### src/rtl/core/assert_macros.svh
// Assertion macros shared by the RTL files that carry concurrent checks
`ifndef ASSERT_MACROS_SVH
`define ASSERT_MACROS_SVH

`ifndef SYNTHESIS

// Check an implication property on every rising clock edge outside reset
`define ASSERT_PROP(label, clk, rst, prop) \
  label: assert property (@(posedge clk) disable iff (rst) (prop)) \
    else $error("assertion failed");

// Check that a condition never holds outside reset
`define ASSERT_NEVER(label, clk, rst, expr) \
  label: assert property (@(posedge clk) disable iff (rst) !(expr)) \
    else $error("forbidden condition seen");

`else

`define ASSERT_PROP(label, clk, rst, prop)
`define ASSERT_NEVER(label, clk, rst, expr)

`endif

`endif

### src/rtl/core/psu_pkg.sv
// Shared constants, types and register codes of the scanline unfilter
`default_nettype none

package psu_pkg;

  localparam int MAX_ROW_PIXELS  = 2048;
  localparam int MAX_PIXEL_BYTES = 4;
  localparam int STORE_DEPTH     = MAX_ROW_PIXELS * MAX_PIXEL_BYTES;
  localparam int COL_W           = $clog2(STORE_DEPTH);
  localparam int ROW_BYTES_W     = COL_W + 1;
  localparam int BPP_IDX_W       = (MAX_PIXEL_BYTES > 1) ? $clog2(MAX_PIXEL_BYTES) : 1;
  localparam int QUEUE_DEPTH     = 4;
  localparam int QPTR_W          = $clog2(QUEUE_DEPTH);

  // Configuration register indexes
  localparam logic [1:0] CFG_ROW_PIXELS      = 2'd0;
  localparam logic [1:0] CFG_BYTES_PER_PIXEL = 2'd1;
  localparam logic [1:0] CFG_IMAGE_ROWS      = 2'd2;

  // Highest legal row filter code
  localparam logic [7:0] FILT_MAX_CODE = 8'd4;

  typedef enum logic [2:0] {
    FILT_NONE  = 3'd0,
    FILT_SUB   = 3'd1,
    FILT_UP    = 3'd2,
    FILT_AVG   = 3'd3,
    FILT_PAETH = 3'd4
  } filt_t;

  typedef enum logic {
    OP_PIXEL = 1'b0,
    OP_BAD   = 1'b1
  } op_kind_t;

  typedef struct packed {
    logic [11:0] row_pixels;
    logic [2:0]  bytes_per_pixel;
    logic [15:0] image_rows;
  } cfg_t;

  // One classified transaction passed from the front to the back
  typedef struct packed {
    op_kind_t             kind;
    logic [7:0]           data;
    filt_t                filt;
    logic [COL_W-1:0]     col;
    logic                 first_row;
    logic                 col_ge_bpp;
    logic [BPP_IDX_W-1:0] bpp_idx;
    logic                 done;
  } psu_op_t;

endpackage

`default_nettype wire

### src/rtl/core/psu_front.sv
// Front end: accepts stream bytes, tracks row and column position, classifies
`default_nettype none

module psu_front
  import psu_pkg::*;
(
  input  wire logic    clk,
  input  wire logic    rst,
  input  wire cfg_t    cfg,
  input  wire logic    in_valid,
  output logic         in_ready,
  input  wire logic [7:0] stream_byte,
  input  wire logic    q_full,
  output logic         q_push,
  output psu_op_t      q_op,
  output logic         halted
);

  logic                   awaiting;
  filt_t                  filt;
  logic [COL_W-1:0]       col;
  logic [15:0]            row;

  logic [11:0]            eff_pix;
  logic [2:0]             eff_bpp;
  logic [15:0]            eff_rows;
  logic [ROW_BYTES_W-1:0] row_bytes;
  logic                   accept;
  logic                   bad_code;
  logic                   row_end;
  logic                   img_end;

  // Clamp the register values to their legal ranges
  always_comb begin
    if (cfg.row_pixels == 12'd0) begin
      eff_pix = 12'd1;
    end else if (cfg.row_pixels > 12'(MAX_ROW_PIXELS)) begin
      eff_pix = 12'(MAX_ROW_PIXELS);
    end else begin
      eff_pix = cfg.row_pixels;
    end
    if (cfg.bytes_per_pixel == 3'd0) begin
      eff_bpp = 3'd1;
    end else if (cfg.bytes_per_pixel > 3'(MAX_PIXEL_BYTES)) begin
      eff_bpp = 3'(MAX_PIXEL_BYTES);
    end else begin
      eff_bpp = cfg.bytes_per_pixel;
    end
    eff_rows = (cfg.image_rows == 16'd0) ? 16'd1 : cfg.image_rows;
  end

  assign row_bytes = ROW_BYTES_W'(eff_pix) * ROW_BYTES_W'(eff_bpp);

  // Classify the byte on the input
  assign in_ready = halted || !q_full;
  assign accept   = in_valid && in_ready;
  assign bad_code = stream_byte > FILT_MAX_CODE;
  assign row_end  = ({1'b0, col} + ROW_BYTES_W'(1)) >= row_bytes;
  assign img_end  = ({1'b0, row} + 17'd1) >= {1'b0, eff_rows};
  assign q_push   = accept && !halted && (!awaiting || bad_code);

  always_comb begin
    q_op.kind       = awaiting ? OP_BAD : OP_PIXEL;
    q_op.data       = stream_byte;
    q_op.filt       = filt;
    q_op.col        = col;
    q_op.first_row  = (row == 16'd0);
    q_op.col_ge_bpp = col >= COL_W'(eff_bpp);
    q_op.bpp_idx    = BPP_IDX_W'(eff_bpp - 3'd1);
    q_op.done       = row_end && img_end;
  end

  // Advance the position counters on every accepted transaction until the front halts
  always_ff @(posedge clk) begin
    if (rst) begin
      halted   <= 1'b0;
      awaiting <= 1'b1;
      filt     <= FILT_NONE;
      col      <= '0;
      row      <= '0;
    end else if (accept && !halted) begin
      if (awaiting) begin
        if (bad_code) begin
          halted <= 1'b1;
        end else begin
          filt     <= filt_t'(stream_byte[2:0]);
          awaiting <= 1'b0;
        end
      end else if (row_end) begin
        col      <= '0;
        awaiting <= 1'b1;
        row      <= img_end ? 16'd0 : row + 16'd1;
      end else begin
        col <= col + COL_W'(1);
      end
    end
  end

endmodule

`default_nettype wire

### config.mk
export PLATFORM = sky130hd
export DESIGN_NAME = psu_front
export DESIGN_NICKNAME = d
export VERILOG_FILES = /design/src/rtl/core/assert_macros.svh /design/src/rtl/core/psu_pkg.sv /design/src/rtl/core/psu_front.sv
export SDC_FILE = /design/constraint.sdc
export NUM_CORES = 1
export LEC_CHECK = 0
export ABC_AREA = 1
export CAP_MARGIN = 0
export CORE_ASPECT_RATIO = 0.5
export CORE_MARGIN = 1.5
export CORE_UTILIZATION = 55
export CTS_CLUSTER_DIAMETER = 50
export DETAILED_ROUTE_END_ITERATION = 7
export DONT_BUFFER_PORTS = 1
export GPL_ROUTABILITY_DRIVEN = 0
export PLACE_DENSITY = 0.82
export SYNTH_ARGS = -nofsm -noshare
export SYNTH_HDL_FRONTEND = slang
export SYNTH_SLANG_ARGS = --single-unit
### constraint.sdc
create_clock -name clk -period 5.21 [get_ports clk]
set_input_delay 0.2605 -clock clk [delete_from_list [all_inputs] [get_ports clk]]
set_output_delay 0.2605 -clock clk [all_outputs]
set_load 0.02 [all_outputs]
==> flow_summary_export.csv <==
group,metric,value,unit
yosys,ys.flop_type,"dfxtp_1",
floorplan,dieArea,0.00793,mm2
pwr,p_leak,2.18,nW
placed_design,io_buffers,0,
setup_path,r2r-end,"col[11]",
yosys,mappedNetlistArea,0.00406,mm2
clocking,post_cts_resized,0,
routing,route.vias.total,3708,
clocking,cts_tree,"yes",
flow_run,maxCapViolations,0,
worst_hold_path,hold_class,"primary input to register",
timing,whs,0.0480,ns
timing,fin_skew,0.00261,ns
final_layout,final_layout_size_suffix_gt1_frac,0.0547,
timing,rsz0062_at_grt,"false",
yosys,synth.area.top_cells,"dfxtp_1 (17%), ha_1 (15%), nand2_1 (13%)",
clocking,clkSinkCount,34,
clocking,clk_pin_slew,0.05,ns
timing,tns,0,ns
final_layout,regArea,681,um2
status,status,"finished clean",
clocking,cts_buffers,5,
yosys,async_flop_share,0,
floorplan,rows,21,
setup_path,cp.arrival,4.20,ns
yosys,synth_common_cells,"nand2_1 (137), inv_1 (103), nor2_1 (52), ha_1 (49), nand3_1 (49)",
floorplan,ios,76,
routing,routedWlPerCell,12.6,um
yosys,yosysSeqAreaShare,0.168,
clocking,cts_post_setup_buffers_inserted,0,
yosys,synth_most_common_cell,"nand2_1",
timing,slew_headroom,0.448,
global_route,antenna_found_initial,0,
routing,drtPass1Iterations,4,
pwr,peakVddDrop,0.101,mV
global_route,grt_first_pass_wirelength,15.1,mm
final_layout,final_nets,706,
timing,worst_pin_slew,0.828,ns
yosys,yosysUniqueCellTypes,41,
yosys,ys.warnings.count,0,
yosys,synthCells,613,
global_route,grt_overflow,0,
routing,ant_nets,0,
timing,hold_violations,0,
floorplan,core-area,0.00691,mm2
final_layout,syn_to_final_growth,3.76,%
setup_path,worstSetupStartpointType,"primary input",
floorplan,chipWidth,124,um
clocking,htreeDepth,2,
setup_path,path_max_fanout,25,
floorplan,fp.dieH,63.7,um
setup_path,r2r-start,"col[0]",
clocking,clk_latency,0.28,ns
pwr,p_per_area,156,mW/mm2
clocking,clk_path_buf_depth,2,
global_route,grt_max_degree,26,
routing,wirelength,8.77,mm
timing,fin_crit,4.46,ns
final_layout,multi_input_area,0.00285,mm2
timing,report.final.slew_viol_count,0,
final_layout,num_antenna_cells,0,
setup_path,r2r_slack,1.92,ns
yosys,synth_top_area_cell,"dfxtp_1",
clocking,hold_buffers,0,
setup_path,r2r.worst_path.cells,18,
yosys,syn_nets,716,
global_route,grt_pass1_vias,3428,
final_layout,fillCellCount,665,
timing,max_freq,224,MHz
setup_path,critPathRequiredTime,4.95,ns
yosys,syn_area_per_cell,6.62,um2
yosys,synth_edf_count,0,
setup_path,crit_path_end_kind,"primary output",
routing,drc,0,
floorplan,start_util,0.587,
routing,drt_iter0_markers,208,
yosys,synth_seq_cells,34,
setup_path,critPathLaunch,"cfg[23]",
routing,vias_per_cell,5.34,
setup_path,path_class,"primary input to primary output",
yosys,synth_top_area_share,0.168,
timing,setup_viol,0,
timing,fin_crit_sh,0.856,
clocking,clockRootBuffer,"clkbuf_16",
setup_path,setup.worst_path.end,"q_op[0]",
placed_design,hpwl,7.20,mm
global_route,track_usage,0.229,
-- worst min path at each step --
stage / from / endpoint / slack, ns / cells past startpoint
after floorplan: rst / row[2] / 0.33 / 1
after global placement: rst / col[4] / 0.33 / 1
after detailed placement: rst / col[4] / 0.33 / 1
after CTS: rst / row[5] / 0.04 / 1
after global routing: rst / row[4] / 0.03 / 1
final: rst / row[4] / 0.05 / 1
-- routing by layer --
metal,wire length (um),up-vias,global-route usage
li1,-,1942,-
met1,3980,1647,0.287
met2,4080,111,0.408
met3,606,8,0.0399
met4,102,0,0.0647
met5,0,-,0
-- final cells by class --
cell class / count / area share
sequential: 34 / 0.162
clock inverter: 2 / 0.00238
inverter: 108 / 0.0966
clock buffer: 5 / 0.0297
timing repair buffer: 3 / 0.00535
multi-input combinational: 451 / 0.677
tap: 92 / 0.0273
-- sequential cells by signal, summed over array words and instances, names as in the netlist --
signal	count
awaiting	1
filt	3
row	16
halted	1
col	13
-- through the flow --
stage / worst slack [ns] / instances / power (W) / instance area [um2] / utilization
after floorplan: 1.09 / 613 / 0.000375 / 4060 / -
after global placement: 0.657 / 688 / 0.000383 / 4070 / 0.590
after detailed placement: 0.525 / 688 / 0.000386 / 4070 / 0.590
after CTS: 0.780 / 695 / 0.000660 / 4210 / 0.609
after global routing: 0.334 / 695 / 0.000694 / 4210 / 0.609
final: 0.749 / 695 / 0.000657 / 4210 / 0.609
-- power breakdown --
part	leakage, nW	total [W]	internal [W]	switching [W]
sequential	0.274	0.000263	0.000261	0.00000175
clock	0.0694	0.000276	0.000172	0.000104
combinational	1.84	0.000118	0.0000426	0.0000752
total	2.18	0.000657	0.000476	0.000181
-- logic make-up after synthesis --
group,after synthesis,synth area share
AOI/OAI and AO/OA,64,0.0873
xor gates and xnor gates,36,0.0833
adders and majority gates,60,0.205
buffers and inverters,128,0.130
DFF,34,0.168
and+or+nand+nor,291,0.326
-- worst max-delay path, cell delays in order --
cell      delay [ns]
nor4_1          0.23
and2_1          0.17
a21oi_1         0.09
inv_2           0.28
nand3_1         0.17
fa_1            0.49
inv_1           0.07
ha_1            0.17
inv_1           0.06
fa_1            0.43
o21ai_0         0.33
a211oi_1        0.15
xor2_1          0.17
ha_1            0.31
nand2_1         0.05
nor2_1          0.13
inv_1           0.07
nor2_1          0.08
nand3_1         0.08
nand3_1         0.14
and2_1          0.28
-- layout by cell type, fill, tap and decap left out --
master	n
xnor2_2	1
nor2_4	4
and2_1	2
a211oi_1	1
a21oi_1	41
buf_4	3
nand4_2	1
a21o_1	3
a21boi_0	1
xor2_1	25
nor4_1	11
nand2_4	1
fa_1	11
nor3_1	9
nor2_1	52
inv_1	103
dfxtp_1	34
o21bai_1	1
nand3_2	2
xor2_2	2
ha_1	49
a31o_2	1
nor3_2	1
a22oi_1	3
or2_2	2
nand2_1	137
clkinv_2	3
nor2_2	2
xnor2_1	8
nand2_2	1
o21ai_0	11
a41o_1	1
inv_2	3
o21a_1	1
clkinv_1	1
nor4_2	1
nand4_1	16
nand3_1	49
clkbuf_16	5
Power figures use the tool's default switching activity.
