`src/rtl/core/assert_macros.svh`:
```
// Assertion macros shared by the RTL files that carry concurrent checks
`ifndef ASSERT_MACROS_SVH
`define ASSERT_MACROS_SVH

`ifndef SYNTHESIS

// Check an implication property on every rising clock edge outside reset
`define ASSERT_PROP(label, clk, rst, prop) \
  label: assert property (@(posedge clk) disable iff (rst) (prop)) \
    else $error("assertion failed");

// Check that a condition never holds outside reset
`define ASSERT_NEVER(label, clk, rst, expr) \
  label: assert property (@(posedge clk) disable iff (rst) !(expr)) \
    else $error("forbidden condition seen");

`else

`define ASSERT_PROP(label, clk, rst, prop)
`define ASSERT_NEVER(label, clk, rst, expr)

`endif

`endif

```
`src/rtl/core/psu_pkg.sv`:
```
// Shared constants, types and register codes of the scanline unfilter
`default_nettype none

package psu_pkg;

  localparam int MAX_ROW_PIXELS  = 2048;
  localparam int MAX_PIXEL_BYTES = 4;
  localparam int STORE_DEPTH     = MAX_ROW_PIXELS * MAX_PIXEL_BYTES;
  localparam int COL_W           = $clog2(STORE_DEPTH);
  localparam int ROW_BYTES_W     = COL_W + 1;
  localparam int BPP_IDX_W       = (MAX_PIXEL_BYTES > 1) ? $clog2(MAX_PIXEL_BYTES) : 1;
  localparam int QUEUE_DEPTH     = 4;
  localparam int QPTR_W          = $clog2(QUEUE_DEPTH);

  // Configuration register indexes
  localparam logic [1:0] CFG_ROW_PIXELS      = 2'd0;
  localparam logic [1:0] CFG_BYTES_PER_PIXEL = 2'd1;
  localparam logic [1:0] CFG_IMAGE_ROWS      = 2'd2;

  // Highest legal row filter code
  localparam logic [7:0] FILT_MAX_CODE = 8'd4;

  typedef enum logic [2:0] {
    FILT_NONE  = 3'd0,
    FILT_SUB   = 3'd1,
    FILT_UP    = 3'd2,
    FILT_AVG   = 3'd3,
    FILT_PAETH = 3'd4
  } filt_t;

  typedef enum logic {
    OP_PIXEL = 1'b0,
    OP_BAD   = 1'b1
  } op_kind_t;

  typedef struct packed {
    logic [11:0] row_pixels;
    logic [2:0]  bytes_per_pixel;
    logic [15:0] image_rows;
  } cfg_t;

  // One classified transaction passed from the front to the back
  typedef struct packed {
    op_kind_t             kind;
    logic [7:0]           data;
    filt_t                filt;
    logic [COL_W-1:0]     col;
    logic                 first_row;
    logic                 col_ge_bpp;
    logic [BPP_IDX_W-1:0] bpp_idx;
    logic                 done;
  } psu_op_t;

endpackage

`default_nettype wire

```
`src/rtl/core/psu_queue.sv`:
```
// Short queue of classified transactions between the front and the back
`default_nettype none

module psu_queue
  import psu_pkg::*;
(
  input  wire logic    clk,
  input  wire logic    rst,
  input  wire logic    push,
  input  wire psu_op_t push_op,
  output logic         full,
  input  wire logic    pop,
  output logic         head_valid,
  output psu_op_t      head_op
);

  psu_op_t           entries [QUEUE_DEPTH];
  logic [QPTR_W-1:0] wr_ptr;
  logic [QPTR_W-1:0] rd_ptr;
  logic [QPTR_W:0]   count;

  assign full       = count == (QPTR_W+1)'(QUEUE_DEPTH);
  assign head_valid = count != '0;
  assign head_op    = entries[rd_ptr];

  // Hold the payloads
  always_ff @(posedge clk) begin
    if (push) begin
      entries[wr_ptr] <= push_op;
    end
  end

  // Advance the pointers and the fill count
  always_ff @(posedge clk) begin
    if (rst) begin
      wr_ptr <= '0;
      rd_ptr <= '0;
      count  <= '0;
    end else begin
      if (push) begin
        wr_ptr <= wr_ptr + QPTR_W'(1);
      end
      if (pop) begin
        rd_ptr <= rd_ptr + QPTR_W'(1);
      end
      if (push && !pop) begin
        count <= count + (QPTR_W+1)'(1);
      end else if (pop && !push) begin
        count <= count - (QPTR_W+1)'(1);
      end
    end
  end

endmodule

`default_nettype wire

```
`config.mk`:
```
export PLATFORM = sky130hd
export DESIGN_NAME = psu_queue
export DESIGN_NICKNAME = d
export VERILOG_FILES = /design/src/rtl/core/assert_macros.svh /design/src/rtl/core/psu_pkg.sv /design/src/rtl/core/psu_queue.sv
export SDC_FILE = /design/constraint.sdc
export NUM_CORES = 1
export LEC_CHECK = 0
export BUFFER_PORTS_ARGS = -buffer_cell sky130_fd_sc_hd__buf_2
export CAP_MARGIN = 20
export CELL_PAD_IN_SITES_DETAIL_PLACEMENT = 1
export CELL_PAD_IN_SITES_GLOBAL_PLACEMENT = 1
export CORE_MARGIN = 2
export CORE_UTILIZATION = 45
export DETAILED_ROUTE_END_ITERATION = 12
export HOLD_SLACK_MARGIN = 0.08
export PLACE_DENSITY = 0.76
export SETUP_SLACK_MARGIN = 0.05
export SKIP_CTS_REPAIR_TIMING = 1
export SLEW_MARGIN = 20
export SYNTH_ARGS = -nofsm -noshare
export SYNTH_HDL_FRONTEND = slang
export SYNTH_SLANG_ARGS = --single-unit
export TNS_END_PERCENT = 50
```
`constraint.sdc`:
```
create_clock -name clk -period 1.78 [get_ports clk]
set_input_delay 0.267 -clock clk [delete_from_list [all_inputs] [get_ports clk]]
set_output_delay 0.267 -clock clk [all_outputs]
set_load 0.05 [all_outputs]
```
==> qor.yml, run 1 <==
outcome: "finished, violations left"
violations: "setup timing"
cts.path.max_buffers: 2
clk-insertion-delay-late_ns: 0.52
synth_edf_count: 120
worst_path_dominant_cell_family: "multiplexers"
cts_buffers: 17
drt_pass1_iterations: 4
syn_inst: 200
rows: 37
drc_errors: 0
rr_worst_depth: 4
layout-drive-gt1-share: 0.423
vias: 2327
overflow: 0
fmax_ghz: 0.479
seq_area_frac_synth: 0.795
die_h_microns: 107
fill_cells: 881
ys_ff_latch: 129
skew_ns: 0.00515
synth_area_sq_mm: 0.00476
top_level_ports: 66
path_clk_slew_ns: 0.06
antenna_found_initial: 0
leakage_nw: 2.29
gr-usage-all-layers: 0.163
peakVddDrop_v: 0.000688
ant_nets: 0
nets: 358
ys_async_sr_fraction: 0
required_ns: 1.51
final_common_cell: "edfxtp_1"
max_cap_viol_count: 0
power_mw: 8.25
cp_max_fo: 8
die_w_microns: 107
period_share: 1.17
cp_slowest_cell: "mux4_2"
yosys_warnings: 0
cp_num_cells: 3
critPathLaunchType: "flip-flop"
mostFrequentLayoutCells: "edfxtp_1, buf_2, dlygate4sd3_1"
antenna_cells: 0
coreArea_sq_mm: 0.0103
syn_nets: 240
dr.first_iter.drc_count: 98
fin_ws_ns: -0.309
finalHoldViolCount: 0
initial_utilization: 0.463
gp_congestion: 0.661
report.final.setup_viol: 30
clkSinkCount: 129
min_path_cells: 3
postSynthAreaPerCell_sq_um: 23.8
ys_types: 19
grt_pass1_vias: 2397
crit_type: "flip-flop to output pin"
grt_pass1_wl_mm: 13.0
slew_headroom: 0.682
arrival_ns: 1.82
worst_pin_slew_ns: 0.476
cp_cell_sequence: "clkbuf_16 -> mux4_2 -> buf_6"
cts_root_buf: "clkbuf_8"
dp_hpwl_mm: 5.27
wirelength_mm: 9.24
synth_flop_cell: "edfxtp_1"
min_path_type: "input pin to flip-flop"
drv_slew: 0
grt_max_degree: 31
endpoint_kind: "output pin"
p_per_area_mw_per_mm2: 1280
critical_path_buf_inv_count: 2
fin_setup_tns_ns: -8.49
routed_via_density: 4.98
dieArea_sq_mm: 0.0114
areaGrowthSynthToFinish_pct: 35.7
rsz0062_at_grt: "yes"
min_period_ns: 2.09
cts_tree: "done"
cts_htree_levels: 4
cpPeakStageDelay_ns: 0.52
port_buffers: 65
wl_per_cell_microns: 19.8
-- where the power goes --
part / internal, mW / total [mW] / leakage (nW) / switching [mW]
clock: 2.25 / 3.42 / 0.290 / 1.17
combinational: 0.526 / 1.28 / 0.822 / 0.755
sequential: 3.48 / 3.54 / 1.18 / 0.0616
-- final cells by class --
type / instances / area, sq um / area share
timing repair buffer: 106 / 971 / 0.150
tap: 136 / 170 / 0.0264
clock buffer: 20 / 425 / 0.0659
inverter: 4 / 15.0 / 0.00233
sequential: 129 / 3790 / 0.587
multi-input combinational: 60 / 920 / 0.142
clock inverter: 12 / 165 / 0.0256
-- synth_stat cells (2+ instances only) --
cell | count | share of area
and2_1 | 4 | 0.0053
xor2_1 | 3 | 0.0055
nor2_1 | 7 | 0.0055
edfxtp_1 | 120 | 0.76
or3_1 | 2 | 0.0026
xnor2_1 | 2 | 0.0037
ha_1 | 5 | 0.013
mux2i_1 | 2 | 0.0042
buf_2 | 3 | 0.0032
dfxtp_1 | 9 | 0.038
inv_1 | 4 | 0.0032
buf_6 | 3 | 0.0071
mux4_2 | 30 | 0.14
-- per-stage QoR --
step | cell area, sq um | worst slack (ns) | hold slack [ns] | std cells | util
5_1_grt | 6450 | -0.381 | 0.127 | 467 | 0.628
6_report | 6450 | -0.309 | 0.0997 | 467 | 0.628
2_1_floorplan | 4760 | 0.103 | 0.366 | 200 | -
4_1_cts | 5900 | -0.405 | -0.0712 | 434 | 0.574
3_5_place_dp | 5310 | -0.0329 | 0.486 | 402 | 0.517
3_3_place_gp | 5310 | 0.0682 | 0.479 | 402 | 0.517
-- tightest hold or removal path, delay by kind of cell --
family	cells	cell delay, ns
xor+xnor	1	0.11
buf+inv	1	0.10
simple gates	1	0.10
-- state kept, by name, indices dropped and copies added, names as in the netlist, named ones only --
name and cells:
wr_ptr 2, rd_ptr 2, entries 120, count 3
-- routing by layer --
metal,up-vias,routed length (microns),GRT usage
met3,13,335,0.0498
met1,1190,3940,0.198
met5,-,0,0
li1,1060,-,-
met2,64,4820,0.264
met4,0,145,0.0863
-- worst paths after layout --
kind | slack [ns] | from | endpoint
worst max register to register | 0.27 | count[0] | count[2]
worst min-delay path | 0.1 | pop | rd_ptr[0]
worst min register to register | 0.55 | count[2] | count[2]
worst max-delay path | -0.31 | flip-flop | head_op[15]
-- logic make-up after synthesis --
group,share of synthesized area
DFF,0.795
muxes,0.146
adders and majority gates,0.0174
and+or+nand+nor,0.0158
xor gates and xnor gates,0.00920
buffers and inverters,0.0142
AOI/OAI and AO/OA,0.00210
Note: power is estimated with default switching activity, not from simulation.
==> run 2, diff against run 1 <==
--- a/config.mk
+++ b/config.mk
@@ -5,15 +5,15 @@
 export SDC_FILE = /design/constraint.sdc
 export NUM_CORES = 1
 export LEC_CHECK = 0
-export BUFFER_PORTS_ARGS = -buffer_cell sky130_fd_sc_hd__buf_2
 export CAP_MARGIN = 20
 export CELL_PAD_IN_SITES_DETAIL_PLACEMENT = 1
 export CELL_PAD_IN_SITES_GLOBAL_PLACEMENT = 1
 export CORE_MARGIN = 2
-export CORE_UTILIZATION = 45
+export CORE_UTILIZATION = 40
 export DETAILED_ROUTE_END_ITERATION = 12
+export DONT_BUFFER_PORTS = 1
 export HOLD_SLACK_MARGIN = 0.08
-export PLACE_DENSITY = 0.76
+export PLACE_DENSITY = 0.64
 export SETUP_SLACK_MARGIN = 0.05
 export SKIP_CTS_REPAIR_TIMING = 1
 export SLEW_MARGIN = 20
==> run 2 against run 1 <==
  * The flow finishes with violations (DRC, setup timing)
  * Global-route usage is 2.4 points lower
  * First-iteration DRC count is 14% higher
  * Via count is 9.1% lower
  * Cell count is 12% lower
  * Core utilization is 11 points lower
  * Count of clock-buffer cells in the layout is 1 lower
  * Register-to-register slack hardly changed
  * Largest cell class unchanged
  * Critical endpoint is now head_op[5]
  * Sequential cell count stayed put
  * Hold slack better by 0.037 ns
  * Combinational power is 21% lower
  * Worst setup slack better by 0.14 ns
==> qor.yml, run 2 (synthesized netlist as in run 1, its figures left out) <==
areaGrowthSynthToFinish_pct: 24.9
worst_pin_slew_ns: 0.474  # -0.00222 ns
period_share: 1.09  # -0.0797
required_ns: 1.51  # about the same
cts_tree: "done"
seq_power_share: 0.456  # +0.026
drc_errors: 8  # +8
r2r_slack_ns: 0.28  # about the same
fin_ws_ns: -0.167  # +0.142 ns
min_path_type: "input pin to flip-flop"
p_per_area_mw_per_mm2: 1300  # +2.0%
max_cap_viol_count: 0  # unchanged
cts.path.max_buffers: 2  # unchanged
arrival_ns: 1.68  # -0.14 ns
initial_utilization: 0.413  # -0.0498
grt_pass1_wl_mm: 12.5  # -3.9%
seqCellArea_sq_mm: 0.00379  # unchanged
coreArea_sq_mm: 0.0115  # +12%
gr-usage-all-layers: 0.140  # -0.0236
layout-drive-gt1-share: 0.286  # -0.137
clock_power_share: 0.414  # about the same
leakage_nw: 1.97  # -14%
rsz0062_at_grt: "yes"
swShare: 0.248  # +0.00743
antenna_cells: 0  # unchanged
ant_nets: 0  # unchanged
dieArea_sq_mm: 0.0128  # +12%
cp_max_fo: 10  # +2
wirelength_mm: 8.46  # -8.4%
report.final.setup_viol: 30  # unchanged
rr_worst_depth: 4  # unchanged
skew_ns: 0.00290  # -0.00225 ns
drt_pass1_iterations: 8  # +4
die_w_microns: 113  # +5.8%
largest_reg_flops: 120  # unchanged
grt_use_met1: 0.156  # -0.0425
violations: "DRC, setup timing"
crit_type: "flip-flop to output pin"
mostFrequentLayoutCells: "edfxtp_1, dlygate4sd3_1, mux4_2"
min_from: "pop"
vias: 2115  # -9.1%
r2r_start: "count[0]"
fill_cells: 1012  # +15%
fmax_ghz: 0.514  # +7.3%
clkSinkCount: 129  # unchanged
postPlaceCellArea_sq_mm: 0.00501  # -5.7%
p_sw_mw: 1.92  # -3.2%
comb_power_share: 0.130  # -0.025
overflow: 0  # unchanged
clk-insertion-delay-late_ns: 0.41  # -0.11 ns
wl_per_cell_microns: 20.5  # +3.8%
critPathLaunchType: "flip-flop"
power.internal_mw: 5.82  # -7.0%
use_met2: 0.224  # -0.0408
min_period_ns: 1.95  # -0.142 ns
path_clk_slew_ns: 0.05  # about the same
multiInputGateArea_sq_um: 920  # unchanged
fin_setup_tns_ns: -4.73  # +3.76 ns
routed_via_density: 5.13  # +3.0%
drv_slew: 0  # unchanged
top_usage_layer: "met2"
reg.largest.list: "entries: 120 flops, count: 3 flops"
fin_area_sq_mm: 0.00594  # -7.9%
grt_max_degree: 31  # unchanged
top_level_ports: 66  # unchanged
port_buffers: 0  # -100%
top_register: "entries"
cts_htree_levels: 4  # unchanged
antenna_found_initial: 0  # unchanged
grt_pass1_vias: 2220  # -7.4%
die_h_microns: 113  # +5.8%
dp_hpwl_mm: 4.88  # -7.3%
rows: 39  # +5.4%
finalHoldViolCount: 0  # unchanged
outcome: "finished, violations left"
min_path_cells: 3  # unchanged
timing.rr.end: "count[2]"
cts_root_buf: "clkbuf_16"
cts_buffers: 17  # unchanged
peakVddDrop_v: 0.000950  # +38%
dr.first_iter.drc_count: 112  # +14%
slew_headroom: 0.684  # +0.00148
endpoint_kind: "output pin"
grt_use_met3: 0.0653  # +0.0155
nets: 297  # -17%
final_common_cell: "edfxtp_1"
gp_congestion: 0.679  # +2.8%
[run 2: cell types whose count changed in the layout (fill, tap and decap cells not counted), sizes merged]
cell / before / now
buf: 73 / 11
bufinv: 4 / 2
clkbuf: 22 / 20
dlygate4sd3: 31 / 33
clkinvlp: 1 / 2
inv: 4 / 5
[run 2: per-layer routing]
layer  part of all wire  up-vias
li1                   -      940
met4              0.024        0
met1               0.40     1092
met2               0.50       66
met5                  0        -
met3              0.076       17
[run 2: worst max path at each step]
stage                           endpoint  cells past startpoint
after detailed placement  entries[0][21]                      3
final                         head_op[5]                      2
after floorplan            entries[2][0]                      3
after global placement    entries[0][22]                      3
after global routing         head_op[15]                      2
after CTS                     head_op[6]                      2
[run 2: through the flow]
stage          setup slack (ns)   util  hold WS [ns]  power, mW  cells
3_5_place_dp              0.116  0.435         0.344       4.51    346
3_3_place_gp              0.138  0.435         0.338       4.49    346
5_1_grt                  -0.227  0.516         0.150       8.02    412
2_1_floorplan             0.103      -         0.366       4.36    200
6_report                 -0.167  0.516         0.136       7.75    412
4_1_cts                  -0.252  0.483        -0.101       7.73    377
[run 2: power groups by stage]
stage | logic, mW | registers [mW] | clock network, mW
global route | 1.07 | 3.55 | 3.40
finish | 1.01 | 3.53 | 3.21
floorplan | 0.782 | 3.58 | 0
global placement | 0.904 | 3.59 | 0
CTS | 0.914 | 3.53 | 3.29
detailed placement | 0.912 | 3.60 | 0
[run 2: layout make-up]
| class | instances | area share |
|---|---|---|
| Sequential cell | 129 | 0.637 |
| Clock inverter | 12 | 0.0198 |
| Clock buffer | 19 | 0.0728 |
| Timing Repair Buffer | 45 | 0.0827 |
| Inverter | 4 | 0.00253 |
| Multi-Input combinational cell | 60 | 0.155 |
| Tap cell | 143 | 0.0301 |
[run 2: worst max-delay path: stages, from the launching register on]
cell and delay, ns:
dfxtp_4 0.41, buf_12 0.17, mux4_2 0.68
